===== config.mk =====
export PLATFORM = sky130hd
export DESIGN_NAME = motor_ramp_kick_sequencer_top
export DESIGN_NICKNAME = d
export VERILOG_FILES = /design/src/design/mrks_pkg.sv /design/src/design/motor_ramp_kick_sequencer_top.sv /design/src/design/mrks_cfg_regs.sv /design/src/design/mrks_core.sv /design/src/design/mrks_out_reg.sv
export SDC_FILE = /design/constraint.sdc
export NUM_CORES = 1
export LEC_CHECK = 0
export BUFFER_PORTS_ARGS = -buffer_cell sky130_fd_sc_hd__buf_2
export CELL_PAD_IN_SITES_DETAIL_PLACEMENT = 0
export CELL_PAD_IN_SITES_GLOBAL_PLACEMENT = 1
export CORE_ASPECT_RATIO = 1.5
export CORE_UTILIZATION = 49
export DETAILED_ROUTE_END_ITERATION = 10
export PLACE_DENSITY = 0.82
export SLEW_MARGIN = 25
export SYNTH_ARGS = -nofsm -noshare
export SYNTH_HDL_FRONTEND = slang
export SYNTH_SLANG_ARGS = --single-unit

===== constraint.sdc =====
create_clock -name clk_i -period 5.33 [get_ports clk_i]
set_input_delay 0.2665 -clock clk_i [delete_from_list [all_inputs] [get_ports clk_i]]
set_output_delay 0.2665 -clock clk_i [all_outputs]
set_load 0.03 [all_outputs]

===== src/design/mrks_pkg.sv =====
`default_nettype none
package mrks_pkg;

  // Widths of the fields and registers
  localparam int unsigned SpeedW = 8;
  localparam int unsigned TimeW  = 16;
  localparam int unsigned PhaseW = 3;
  localparam int unsigned CfgIdxW  = 3;
  localparam int unsigned CfgDataW = 16;

  // Register reset values
  localparam logic [SpeedW-1:0] SpeedMaxRst   = 8'd200;
  localparam logic [SpeedW-1:0] SpeedMinRst   = 8'd60;
  localparam logic [SpeedW-1:0] AccelStepRst  = 8'd1;
  localparam logic [SpeedW-1:0] DecelStepRst  = 8'd1;
  localparam logic [TimeW-1:0]  RunTimeRst    = 16'd1000;
  localparam logic [TimeW-1:0]  KickDelayRst  = 16'd2000;
  localparam logic [TimeW-1:0]  SolHoldRst    = 16'd10000;

  localparam logic [TimeW-1:0]  TimeMax       = {TimeW{1'b1}};

  // Configuration register indexes
  typedef enum logic [CfgIdxW-1:0] {
    CFG_PWM_CEIL   = 3'd0,
    CFG_PWM_FLOOR  = 3'd1,
    CFG_ACCEL_STEP = 3'd2,
    CFG_DECEL_STEP = 3'd3,
    CFG_RUN_TIME   = 3'd4,
    CFG_KICK_DELAY = 3'd5,
    CFG_SOL_HOLD   = 3'd6
  } cfg_idx_e;

  // Mission phases
  typedef enum logic [PhaseW-1:0] {
    PH_IDLE    = 3'd0,
    PH_BARK    = 3'd1,
    PH_RUN     = 3'd2,
    PH_DECEL   = 3'd3,
    PH_SEARCH  = 3'd4,
    PH_STOPPED = 3'd5,
    PH_KICK    = 3'd6,
    PH_END     = 3'd7
  } phase_e;

  // Configuration seen by the sequencer
  typedef struct packed {
    logic [SpeedW-1:0] pwm_ceil;
    logic [SpeedW-1:0] pwm_floor;
    logic [SpeedW-1:0] accel_step;
    logic [SpeedW-1:0] decel_step;
    logic [TimeW-1:0]  run_time_ms;
    logic [TimeW-1:0]  kick_delay_ms;
    logic [TimeW-1:0]  solenoid_hold_ms;
  } cfg_t;

  // One result transaction
  typedef struct packed {
    logic [SpeedW-1:0] motor_speed;
    logic              brake_on;
    logic              solenoid_on;
    logic              wake_pulse;
    phase_e            phase;
  } result_t;

endpackage
`default_nettype wire


===== src/design/motor_ramp_kick_sequencer_top.sv =====
`default_nettype none
// Channel   | Handshake                  | Payload
// ----------+----------------------------+------------------------------------------
// input     | in_valid_i / in_ready_o    | start_pressed_i, line_seen_i, ms_tick_i
// result    | out_valid_o / out_ready_i  | motor_speed_o, brake_on_o, solenoid_on_o,
//           |                            | wake_pulse_o, phase_o
// config    | cfg_we_i (no wait)         | cfg_idx_i, cfg_data_i
//
// One transaction per cycle unless the result register stalls: the whole sequencer
// update is combinational logic between the state registers and the result register.
// A result appears on the result channel the cycle after its input is accepted.
// in_ready_o drops only while the result register is full and not being taken.
// Reset returns to idle, clears PWM, timer and core outputs, loads default registers.
module motor_ramp_kick_sequencer_top (
  input  wire logic                           clk_i,
  input  wire logic                           rst_ni,
  input  wire logic                           in_valid_i,
  output logic                                in_ready_o,
  input  wire logic                           start_pressed_i,
  input  wire logic                           line_seen_i,
  input  wire logic                           ms_tick_i,
  output logic                                out_valid_o,
  input  wire logic                           out_ready_i,
  output logic [mrks_pkg::SpeedW-1:0]         motor_speed_o,
  output logic                                brake_on_o,
  output logic                                solenoid_on_o,
  output logic                                wake_pulse_o,
  output logic [mrks_pkg::PhaseW-1:0]         phase_o,
  input  wire logic                           cfg_we_i,
  input  wire logic [mrks_pkg::CfgIdxW-1:0]   cfg_idx_i,
  input  wire logic [mrks_pkg::CfgDataW-1:0]  cfg_data_i
);
  import mrks_pkg::*;

  cfg_t    cfg;
  result_t core_res;
  result_t out_res;
  logic    accept;

  assign accept = in_valid_i && in_ready_o;

  // Configuration registers
  mrks_cfg_regs u_cfg (
    .clk_i      (clk_i),
    .rst_ni     (rst_ni),
    .cfg_we_i   (cfg_we_i),
    .cfg_idx_i  (cfg_idx_i),
    .cfg_data_i (cfg_data_i),
    .cfg_o      (cfg)
  );

  // Sequencer state and update logic
  mrks_core u_core (
    .clk_i           (clk_i),
    .rst_ni          (rst_ni),
    .accept_i        (accept),
    .start_pressed_i (start_pressed_i),
    .line_seen_i     (line_seen_i),
    .ms_tick_i       (ms_tick_i),
    .cfg_i           (cfg),
    .result_o        (core_res)
  );

  // Result register
  mrks_out_reg u_out (
    .clk_i       (clk_i),
    .rst_ni      (rst_ni),
    .in_valid_i  (in_valid_i),
    .in_ready_o  (in_ready_o),
    .result_i    (core_res),
    .out_valid_o (out_valid_o),
    .out_ready_i (out_ready_i),
    .result_o    (out_res)
  );

  assign motor_speed_o = out_res.motor_speed;
  assign brake_on_o    = out_res.brake_on;
  assign solenoid_on_o = out_res.solenoid_on;
  assign wake_pulse_o  = out_res.wake_pulse;
  assign phase_o       = out_res.phase;

endmodule
`default_nettype wire


===== src/design/mrks_cfg_regs.sv =====
`default_nettype none
module mrks_cfg_regs (
  input  wire logic                           clk_i,
  input  wire logic                           rst_ni,
  input  wire logic                           cfg_we_i,
  input  wire logic [mrks_pkg::CfgIdxW-1:0]   cfg_idx_i,
  input  wire logic [mrks_pkg::CfgDataW-1:0]  cfg_data_i,
  output mrks_pkg::cfg_t                      cfg_o
);
  import mrks_pkg::*;

  cfg_t cfg_q;

  // Write the addressed register; ignore indexes past the last one
  always_ff @(posedge clk_i or negedge rst_ni) begin
    if (!rst_ni) begin
      cfg_q.pwm_ceil         <= SpeedMaxRst;
      cfg_q.pwm_floor        <= SpeedMinRst;
      cfg_q.accel_step       <= AccelStepRst;
      cfg_q.decel_step       <= DecelStepRst;
      cfg_q.run_time_ms      <= RunTimeRst;
      cfg_q.kick_delay_ms    <= KickDelayRst;
      cfg_q.solenoid_hold_ms <= SolHoldRst;
    end else if (cfg_we_i) begin
      case (cfg_idx_i)
        CFG_PWM_CEIL:   cfg_q.pwm_ceil         <= cfg_data_i[SpeedW-1:0];
        CFG_PWM_FLOOR:  cfg_q.pwm_floor        <= cfg_data_i[SpeedW-1:0];
        CFG_ACCEL_STEP: cfg_q.accel_step       <= cfg_data_i[SpeedW-1:0];
        CFG_DECEL_STEP: cfg_q.decel_step       <= cfg_data_i[SpeedW-1:0];
        CFG_RUN_TIME:   cfg_q.run_time_ms      <= cfg_data_i[TimeW-1:0];
        CFG_KICK_DELAY: cfg_q.kick_delay_ms    <= cfg_data_i[TimeW-1:0];
        CFG_SOL_HOLD:   cfg_q.solenoid_hold_ms <= cfg_data_i[TimeW-1:0];
        default: ;
      endcase
    end
  end

  assign cfg_o = cfg_q;

endmodule
`default_nettype wire


===== src/design/mrks_core.sv =====
`default_nettype none
module mrks_core (
  input  wire logic           clk_i,
  input  wire logic           rst_ni,
  input  wire logic           accept_i,
  input  wire logic           start_pressed_i,
  input  wire logic           line_seen_i,
  input  wire logic           ms_tick_i,
  input  wire mrks_pkg::cfg_t cfg_i,
  output mrks_pkg::result_t   result_o
);
  import mrks_pkg::*;

  phase_e              phase_q, phase_d;
  logic [SpeedW-1:0]   pwm_q, pwm_d;
  logic [TimeW-1:0]    elapsed_q, elapsed_d;
  logic [SpeedW-1:0]   speed_q, speed_d;
  logic                brake_q, brake_d;
  logic                sol_q, sol_d;
  logic                wake;
  logic [TimeW-1:0]    t_now;
  logic [SpeedW:0]     pwm_sum;

  // Advance the sequencer state on each accepted transaction
  always_ff @(posedge clk_i or negedge rst_ni) begin
    if (!rst_ni) begin
      phase_q   <= PH_IDLE;
      pwm_q     <= '0;
      elapsed_q <= '0;
      speed_q   <= '0;
      brake_q   <= 1'b0;
      sol_q     <= 1'b0;
    end else if (accept_i) begin
      phase_q   <= phase_d;
      pwm_q     <= pwm_d;
      elapsed_q <= elapsed_d;
      speed_q   <= speed_d;
      brake_q   <= brake_d;
      sol_q     <= sol_d;
    end
  end

  // Saturating millisecond timer, then the up-ramp sum
  assign t_now   = (ms_tick_i && (elapsed_q != TimeMax)) ? elapsed_q + 1'b1 : elapsed_q;
  assign pwm_sum = {1'b0, pwm_q} + {1'b0, cfg_i.accel_step};

  // Next phase and outputs; a phase change restarts the timer
  always_comb begin
    phase_d   = phase_q;
    pwm_d     = pwm_q;
    elapsed_d = t_now;
    speed_d   = speed_q;
    brake_d   = brake_q;
    sol_d     = sol_q;
    wake      = 1'b0;
    case (phase_q)
      PH_IDLE: begin
        speed_d = '0;
        brake_d = 1'b1;
        if (start_pressed_i) begin
          wake      = 1'b1;
          phase_d   = PH_BARK;
          elapsed_d = '0;
        end
      end
      PH_BARK: begin
        brake_d   = 1'b0;
        phase_d   = PH_RUN;
        elapsed_d = '0;
      end
      PH_RUN: begin
        if (pwm_q < cfg_i.pwm_ceil) begin
          pwm_d = (pwm_sum > {1'b0, cfg_i.pwm_ceil}) ? cfg_i.pwm_ceil
                                                      : pwm_sum[SpeedW-1:0];
        end
        speed_d = pwm_d;
        if (t_now > cfg_i.run_time_ms) begin
          phase_d   = PH_DECEL;
          elapsed_d = '0;
        end
      end
      PH_DECEL: begin
        if (pwm_q > cfg_i.pwm_floor) begin
          pwm_d = (pwm_q > cfg_i.decel_step) ? pwm_q - cfg_i.decel_step : '0;
        end else begin
          pwm_d     = cfg_i.pwm_floor;
          phase_d   = PH_SEARCH;
          elapsed_d = '0;
        end
        speed_d = pwm_d;
      end
      PH_SEARCH: begin
        brake_d = 1'b0;
        speed_d = pwm_q;
        if (line_seen_i) begin
          speed_d   = '0;
          brake_d   = 1'b1;
          phase_d   = PH_STOPPED;
          elapsed_d = '0;
        end
      end
      PH_STOPPED: begin
        speed_d   = '0;
        brake_d   = 1'b1;
        phase_d   = PH_KICK;
        elapsed_d = '0;
      end
      PH_KICK: begin
        if (t_now >= cfg_i.kick_delay_ms) begin
          sol_d     = 1'b1;
          phase_d   = PH_END;
          elapsed_d = '0;
        end
      end
      default: begin
        // End phase is final; drop the solenoid after the hold time
        speed_d = '0;
        brake_d = 1'b1;
        if (t_now >= cfg_i.solenoid_hold_ms) begin
          sol_d = 1'b0;
        end
      end
    endcase
  end

  // Result is the state after the update
  always_comb begin
    result_o.motor_speed = speed_d;
    result_o.brake_on    = brake_d;
    result_o.solenoid_on = sol_d;
    result_o.wake_pulse  = wake;
    result_o.phase       = phase_d;
  end

endmodule
`default_nettype wire


===== src/design/mrks_out_reg.sv =====
`default_nettype none
module mrks_out_reg (
  input  wire logic               clk_i,
  input  wire logic               rst_ni,
  input  wire logic               in_valid_i,
  output logic                    in_ready_o,
  input  wire mrks_pkg::result_t  result_i,
  output logic                    out_valid_o,
  input  wire logic               out_ready_i,
  output mrks_pkg::result_t       result_o
);
  import mrks_pkg::*;

  logic    valid_q;
  result_t data_q;
  logic    load;

  // Take a new transaction when the slot is empty or being emptied
  assign in_ready_o = !valid_q || out_ready_i;
  assign load       = in_valid_i && in_ready_o;

  // Hold the valid flag until the result is taken
  always_ff @(posedge clk_i or negedge rst_ni) begin
    if (!rst_ni) begin
      valid_q <= 1'b0;
    end else if (load) begin
      valid_q <= 1'b1;
    end else if (out_ready_i) begin
      valid_q <= 1'b0;
    end
  end

  // Capture the payload
  always_ff @(posedge clk_i) begin
    if (load) begin
      data_q <= result_i;
    end
  end

  assign out_valid_o = valid_q;
  assign result_o    = data_q;

endmodule
`default_nettype wire


## After elaboration in Yosys (flattened, before gate mapping)

Cells that the tools add are included.

- Bits in registers: 132
- Bits of input ports: 27
- Output and inout port bits: 16
- Word-level logic and storage cells: 90

- Add/subtract/negate cells: 3
- $lt $le $gt $ge: 7
- Eq/ne operators: 13
- Mux-type cells: 28
- Reduce and logical (&&, ||, !) cells: 20

Operator list:

| cell | number |
|---|---|
| $mux 16 | 6 |
| $pmux 16 s6 | 1 |
| $mux 8 | 5 |
| $ge 16x16->1 | 2 |
| $pmux 8 s4 | 1 |
| $pmux 3 s7 | 1 |
| $eq 3x3->1 const B | 6 |
| $add 16x1->16 const B | 1 |
| $gt 16x16->1 | 1 |
| $gt 8x8->1 | 2 |
| $ne 16x16->1 const B | 1 |
| $pmux 8 s2 | 1 |
| $reduce_and 2->1 | 8 |
| $mux 3 | 5 |
| $eq 3x2->1 const B | 4 |
| $add 8x8->9 | 1 |
| $gt 9x8->1 | 1 |
| $lt 8x8->1 | 1 |
| $sub 8x8->8 | 1 |
| $eq 3x1->1 const B | 2 |
| $logic_not 3->1 | 2 |
| $mux 1 | 6 |
| $reduce_or 6->1 | 1 |
| $reduce_bool 2->1 | 2 |
| 7 further kinds | 9 |

## Depth between registers and ports, before layout

- Word-level depth: 6
- Depth in mapped cells: 16
- Gate-level depth less buffers: 16

## By module

From an unflattened synthesis, not the netlist that was laid out.

- Cell total of the unflattened synthesis: 825
- Area, all modules: 8,690.8 um^2

Modules (own cells, without submodules):

| module | times used | cells each | area an instance (um^2) | sequential area each (um^2) |
|---|---|---|---|---|
| mrks_core | 1 | 629 | 5,051.1 | 925.9 |
| mrks_cfg_regs | 1 | 177 | 3,159.3 | 2,034.5 |
| mrks_out_reg | 1 | 18 | 474.2 | 445.4 |
| motor_ramp_kick_sequencer_top | 1 | 1 | 6.3 | 0.0 |

## Worst setup path after synthesis

Ideal clock, no wire load.

- Path type: register to register
- From: reg u_cfg.cfg_q (netlist bit u_cfg.cfg_o[56])
- To: reg u_out.data_q (netlist bit u_out.result_o[11]), data pin
- Library setup time: 0.267 ns
- Arrival time: 3.758 ns
- Data required time: 5.063 ns
- Setup slack: 1.305 ns
- Cell stages (with the launch flop): 17
- Path buffers: 0
- Clock period less this slack: 4.025 ns
- Cells stage by stage: dfstp_2 ha_1 inv_1 fa_1 nand2b_1 a211oi_1 o22ai_1 xor2_1 inv_1 ha_1 a21o_1 a211oi_1 o2111ai_1 a2bb2oi_4 mux2_2 o211ai_1 nand3_1

RTL lines:

| what | line | source |
|---|---|---|
| from (decl) | mrks_cfg_regs.sv:12 | `cfg_t cfg_q;` |
| to (signal assigned) | mrks_out_reg.sv:36 | `data_q <= result_i;` |
| to (decl) | mrks_out_reg.sv:15 | `result_t data_q;` |

==> summary.txt <==
Timing
  – Fin crit period: 4.632 ns
  – Final Max Slew Viols: 0
  – Final worst path period share: 86.90%
  – RSZ-0062 raised after global routing: no
  – Actual slew at the worst max-slew pin: 0.9670 ns
  – Highest clock rate: 215.9 MHz
  – # setup viols final: 0
  – Headroom to the max-slew limit: 35.04%
  – Hold Slack: 0.04221 ns
  – Setup TNS: 0 ns
  – Clock skew: 0.007254 ns
  – Fin. Hold Viols: 0

Floorplanning
  – Core footprint: 16840 um^2
  – Initial core utilization: 50.32%
  – Standard-cell rows: 58
  – Die width: 109.4 um
  – Die H: 163.0 um
  – Die area: 17830 um^2
  – # IOs: 43

Global routing
  – Congestion Overflow GR: 0
  – Global-route wire length before repair: 35270 um
  – All-Layer GR Usage: 27.18%
  – Initial antenna violation count: 0
  – Pin count of the biggest net entering global routing: 63
  – Vias in the first global route: 6772

Drt
  – Routed WL: 22260 um
  – Starting DRT DRC Count: 372
  – Via count: 6585
  – DRC errors left: 0
  – Antenna-violating nets left: 0
  – Wire length per cell after detailed routing: 19.58 um
  – Drt pass-1 iters: 5
  – Drt via density: 5.792

Power
  – Net switching power: 1993 uW
  – Leakage power: 0.004377 uW
  – Sw frac: 41.49%
  – Internal power: 2811 uW
  – Seq pwr share: 32.3%
  – Clk network pwr share: 22.7%
  – PwrDens: 507.1 nW/um^2
  – Power, Total: 4804 uW
  – Worst IR Drop VDD: 447.3 uV
  – Comb power frac: 45.0%

Placed design
  – Port-buffer cells: 42
  – RD Place Congestion: 0.8914
  – DPL Wire Length: 16670 um
  – Placed Instance Area: 8914 um^2

Synthesis
  – Ranking of synthesized cells by area: dfrtp_1 (27%), ha_1 (13%), dfstp_2 (8.1%)
  – EDFF count, synth: 14
  – Mapped cell area: 8472 um^2
  – Mapped Nets: 984
  – Synthesized-area fraction occupied by adder cells: 13.03%
  – Asr flop ratio synth: 89.39%
  – Compound-Gate Fraction of Synth Area: 14.86%
  – Synth top area share: 27.17%
  – Cell count after synthesis: 870
  – FF+latch count, synth: 132
  – Multiplexer share of the synthesized area: 9.142%
  – Synthesis Warnings: 0
  – Simple-Gate Fraction of Synth Area: 13.22%
  – Largest family of logic cells by synthesized area: compound AO/OA/AOI/OAI gates
  – Yosys top cell by area: dfrtp_1
  – Number of distinct library cells after synthesis: 65
  – XOR/XNOR share of the synthesized area: 4.239%
  – Share of the yosys chip area belonging to registers: 40.20%
  – Avg Cell Area, Syn: 9.738 um^2
  – Main synth FF type: dfrtp_1

Final layout
  – Layout cells sized above 1: 19.63%
  – Layout area overhead: 11.82%
  – N_diodes: 0
  – Fin area: 9473 um^2
  – # nets final: 1028

Clock network
  – CTS tree: built
  – CTS Hold Bufs: 1
  – Post-CTS sizing: 0
  – CTS buffer count: 17
  – Worst-path clk slew: 0.06 ns
  – H-tree lvl count: 4
  – TritonCTS Sinks: 132
  – Root buffer cell: clkbuf_16
  – Clk Latency, worst-skew pair: 0.43 ns
  – Clock buffer depth: 2
  – Setup bufs post-CTS: 0

Critical path
  – Kind of critical path: reg -> reg
  – CP max FO: 9
  – Worst path arrival time: 4.94 ns
  – CP Data Required Time: 5.64 ns
  – Startpoint types: flop
  – Critical Path End Type: flop

Worst hold path
  – Hold Crit Class: in -> reg

Status
  – Status: finished, final reports clean

Flow run
  – Max cap viols: 0
==> power by group through the flow <==
| stage | clock (uW) | sequential, uW | combinational, uW |
|---|---|---|---|
| after CTS | 1110 | 1550 | 2170 |
| after floorplan | 0 | 1500 | 1590 |
| final | 1090 | 1550 | 2160 |
| after global placement | 0 | 1560 | 2130 |
| after global routing | 1150 | 1580 | 2410 |
| after detailed placement | 0 | 1560 | 2160 |
==> metal layers <==
layer | global-route usage (%) | wire length, um
met4 | 19.09 | 1538
met3 | 4.549 | 638
met5 | 0 | 0
met1 | 27.98 | 8170
met2 | 48.91 | 11920
==> placed cells by master (no fill, tap or decap), types with 4 or more instances in the layout <==
cell type | netlist | layout
nor3_1 | 19 | 19
nand3_1 | 24 | 24
nor2b_1 | 4 | 4
buf_4 | 0 | 9
o211ai_1 | 11 | 11
dfrtp_1 | 92 | 92
clkbuf_16 | 0 | 17
nand2_1 | 81 | 81
a21oi_1 | 35 | 35
o2111ai_1 | 4 | 4
o21a_1 | 6 | 6
a22o_1 | 6 | 6
xnor2_1 | 23 | 23
mux2i_1 | 11 | 11
clkinvlp_4 | 0 | 5
and3_1 | 4 | 4
a211oi_1 | 10 | 10
a31oi_1 | 9 | 9
a32oi_1 | 5 | 5
a21o_1 | 13 | 13
edfxtp_1 | 14 | 14
nand4_1 | 12 | 12
nand2b_1 | 9 | 9
mux2_2 | 59 | 59
or3_1 | 5 | 5
buf_2 | 2 | 41
dfstp_2 | 26 | 26
inv_1 | 90 | 90
ha_1 | 85 | 85
o21ai_0 | 62 | 62
xor2_1 | 18 | 18
nor2_1 | 52 | 51
a22oi_1 | 5 | 5
==> synthesized netlist by cell type, types with 3 or more instances <==
| master | number |
|---|---|
| a211oi_1 | 10 |
| a21o_1 | 13 |
| a21oi_1 | 35 |
| a22o_1 | 6 |
| a22oi_1 | 5 |
| a31oi_1 | 9 |
| a32oi_1 | 5 |
| and2_1 | 3 |
| and3_1 | 4 |
| clkbuf_1 | 22 |
| dfrtp_1 | 92 |
| dfstp_2 | 26 |
| edfxtp_1 | 14 |
| ha_1 | 85 |
| inv_1 | 90 |
| mux2_2 | 59 |
| mux2i_1 | 11 |
| nand2_1 | 81 |
| nand2b_1 | 9 |
| nand3_1 | 24 |
| nand4_1 | 12 |
| nand4b_1 | 3 |
| nor2_1 | 52 |
| nor2b_1 | 4 |
| nor3_1 | 19 |
| nor3b_1 | 4 |
| nor4_1 | 3 |
| o2111ai_1 | 4 |
| o211ai_1 | 11 |
| o21a_1 | 6 |
| o21ai_0 | 62 |
| or3_1 | 5 |
| xnor2_1 | 23 |
| xor2_1 | 18 |
==> logic make-up after synthesis <==
logic type	after synthesis
adders and majority gates	87
buffers and inverters	117
DFF	132
xor gates and xnor gates	41
AOI/OAI and AO/OA	190
muxes	70
and+or+nand+nor	233
==> path summary, 6_finish.rpt <==
| path | from | end | slack [ns] | cells after the start |
|---|---|---|---|---|
| min in group asynchronous | rst_ni | u_core.pwm_q[7]$_DFFE_PN0P_ | 0.45 | 2 |
| max in group asynchronous | rst_ni | u_cfg.cfg_o[52]$_DFFE_PN0P_ | 3.61 | 3 |
| setup / recovery | u_core.pwm_q[1]$_DFFE_PN0P_ | u_core.speed_q[3]$_DFFE_PN0P_ | 0.70 | 15 |
| hold reg to reg | u_cfg.cfg_o[16]$_DFFE_PN0P_ | u_cfg.cfg_o[16]$_DFFE_PN0P_ | 0.50 | 1 |
| hold / removal | in_valid_i | u_out.out_valid_o$_DFFE_PN0P_ | 0.04 | 2 |
| setup reg to reg | u_core.pwm_q[1]$_DFFE_PN0P_ | u_core.speed_q[3]$_DFFE_PN0P_ | 0.70 | 15 |
==> area by class of cell <==
cell class	instances	area, um^2
sequential	132	3406
clock buffer	21	470.5
fill	1536	7363
multi-input combinational	621	4623
timing repair buffer	52	294.0
tap	210	262.8
clock inverter	11	78.83
inverter	90	337.8
==> state kept, by name (all words and copies together) (netlist names) <==
| register | cells |
|---|---|
| u_core.sol_q | 1 |
| u_core.speed_q | 8 |
| u_cfg.cfg_o | 80 |
| u_core.pwm_q | 8 |
| u_core.brake_q | 1 |
| u_out.out_valid_o | 1 |
| u_out.result_o | 14 |
| u_core.phase_q | 3 |
| u_core.elapsed_q | 16 |
==> critical path: stages, from the launching register on <==
cell       delay, ns
dfrtp_1         0.55
inv_1           0.17
fa_1            0.45
nand2b_1        0.18
a211oi_1        0.37
o22ai_1         0.17
xor2_1          0.27
inv_1           0.07
ha_1            0.29
a21o_1          0.16
a211oi_1        0.30
o2111ai_1       0.23
a2bb2oi_4       0.36
mux2i_1         0.47
o211ai_1        0.18
mux2_2          0.30
==> per-stage QoR <==
stage | cells | setup slack [ns] | utilization [%]
after floorplan | 870 | 1.305 | -
after global placement | 1103 | 0.8142 | 52.86
after detailed placement | 1104 | 0.7320 | 52.94
after CTS | 1137 | 0.7126 | 56.26
after global routing | 1137 | 0.3803 | 56.26
final | 1137 | 0.6983 | 56.26
No activity file was read; power rests on OpenSTA's default activity.
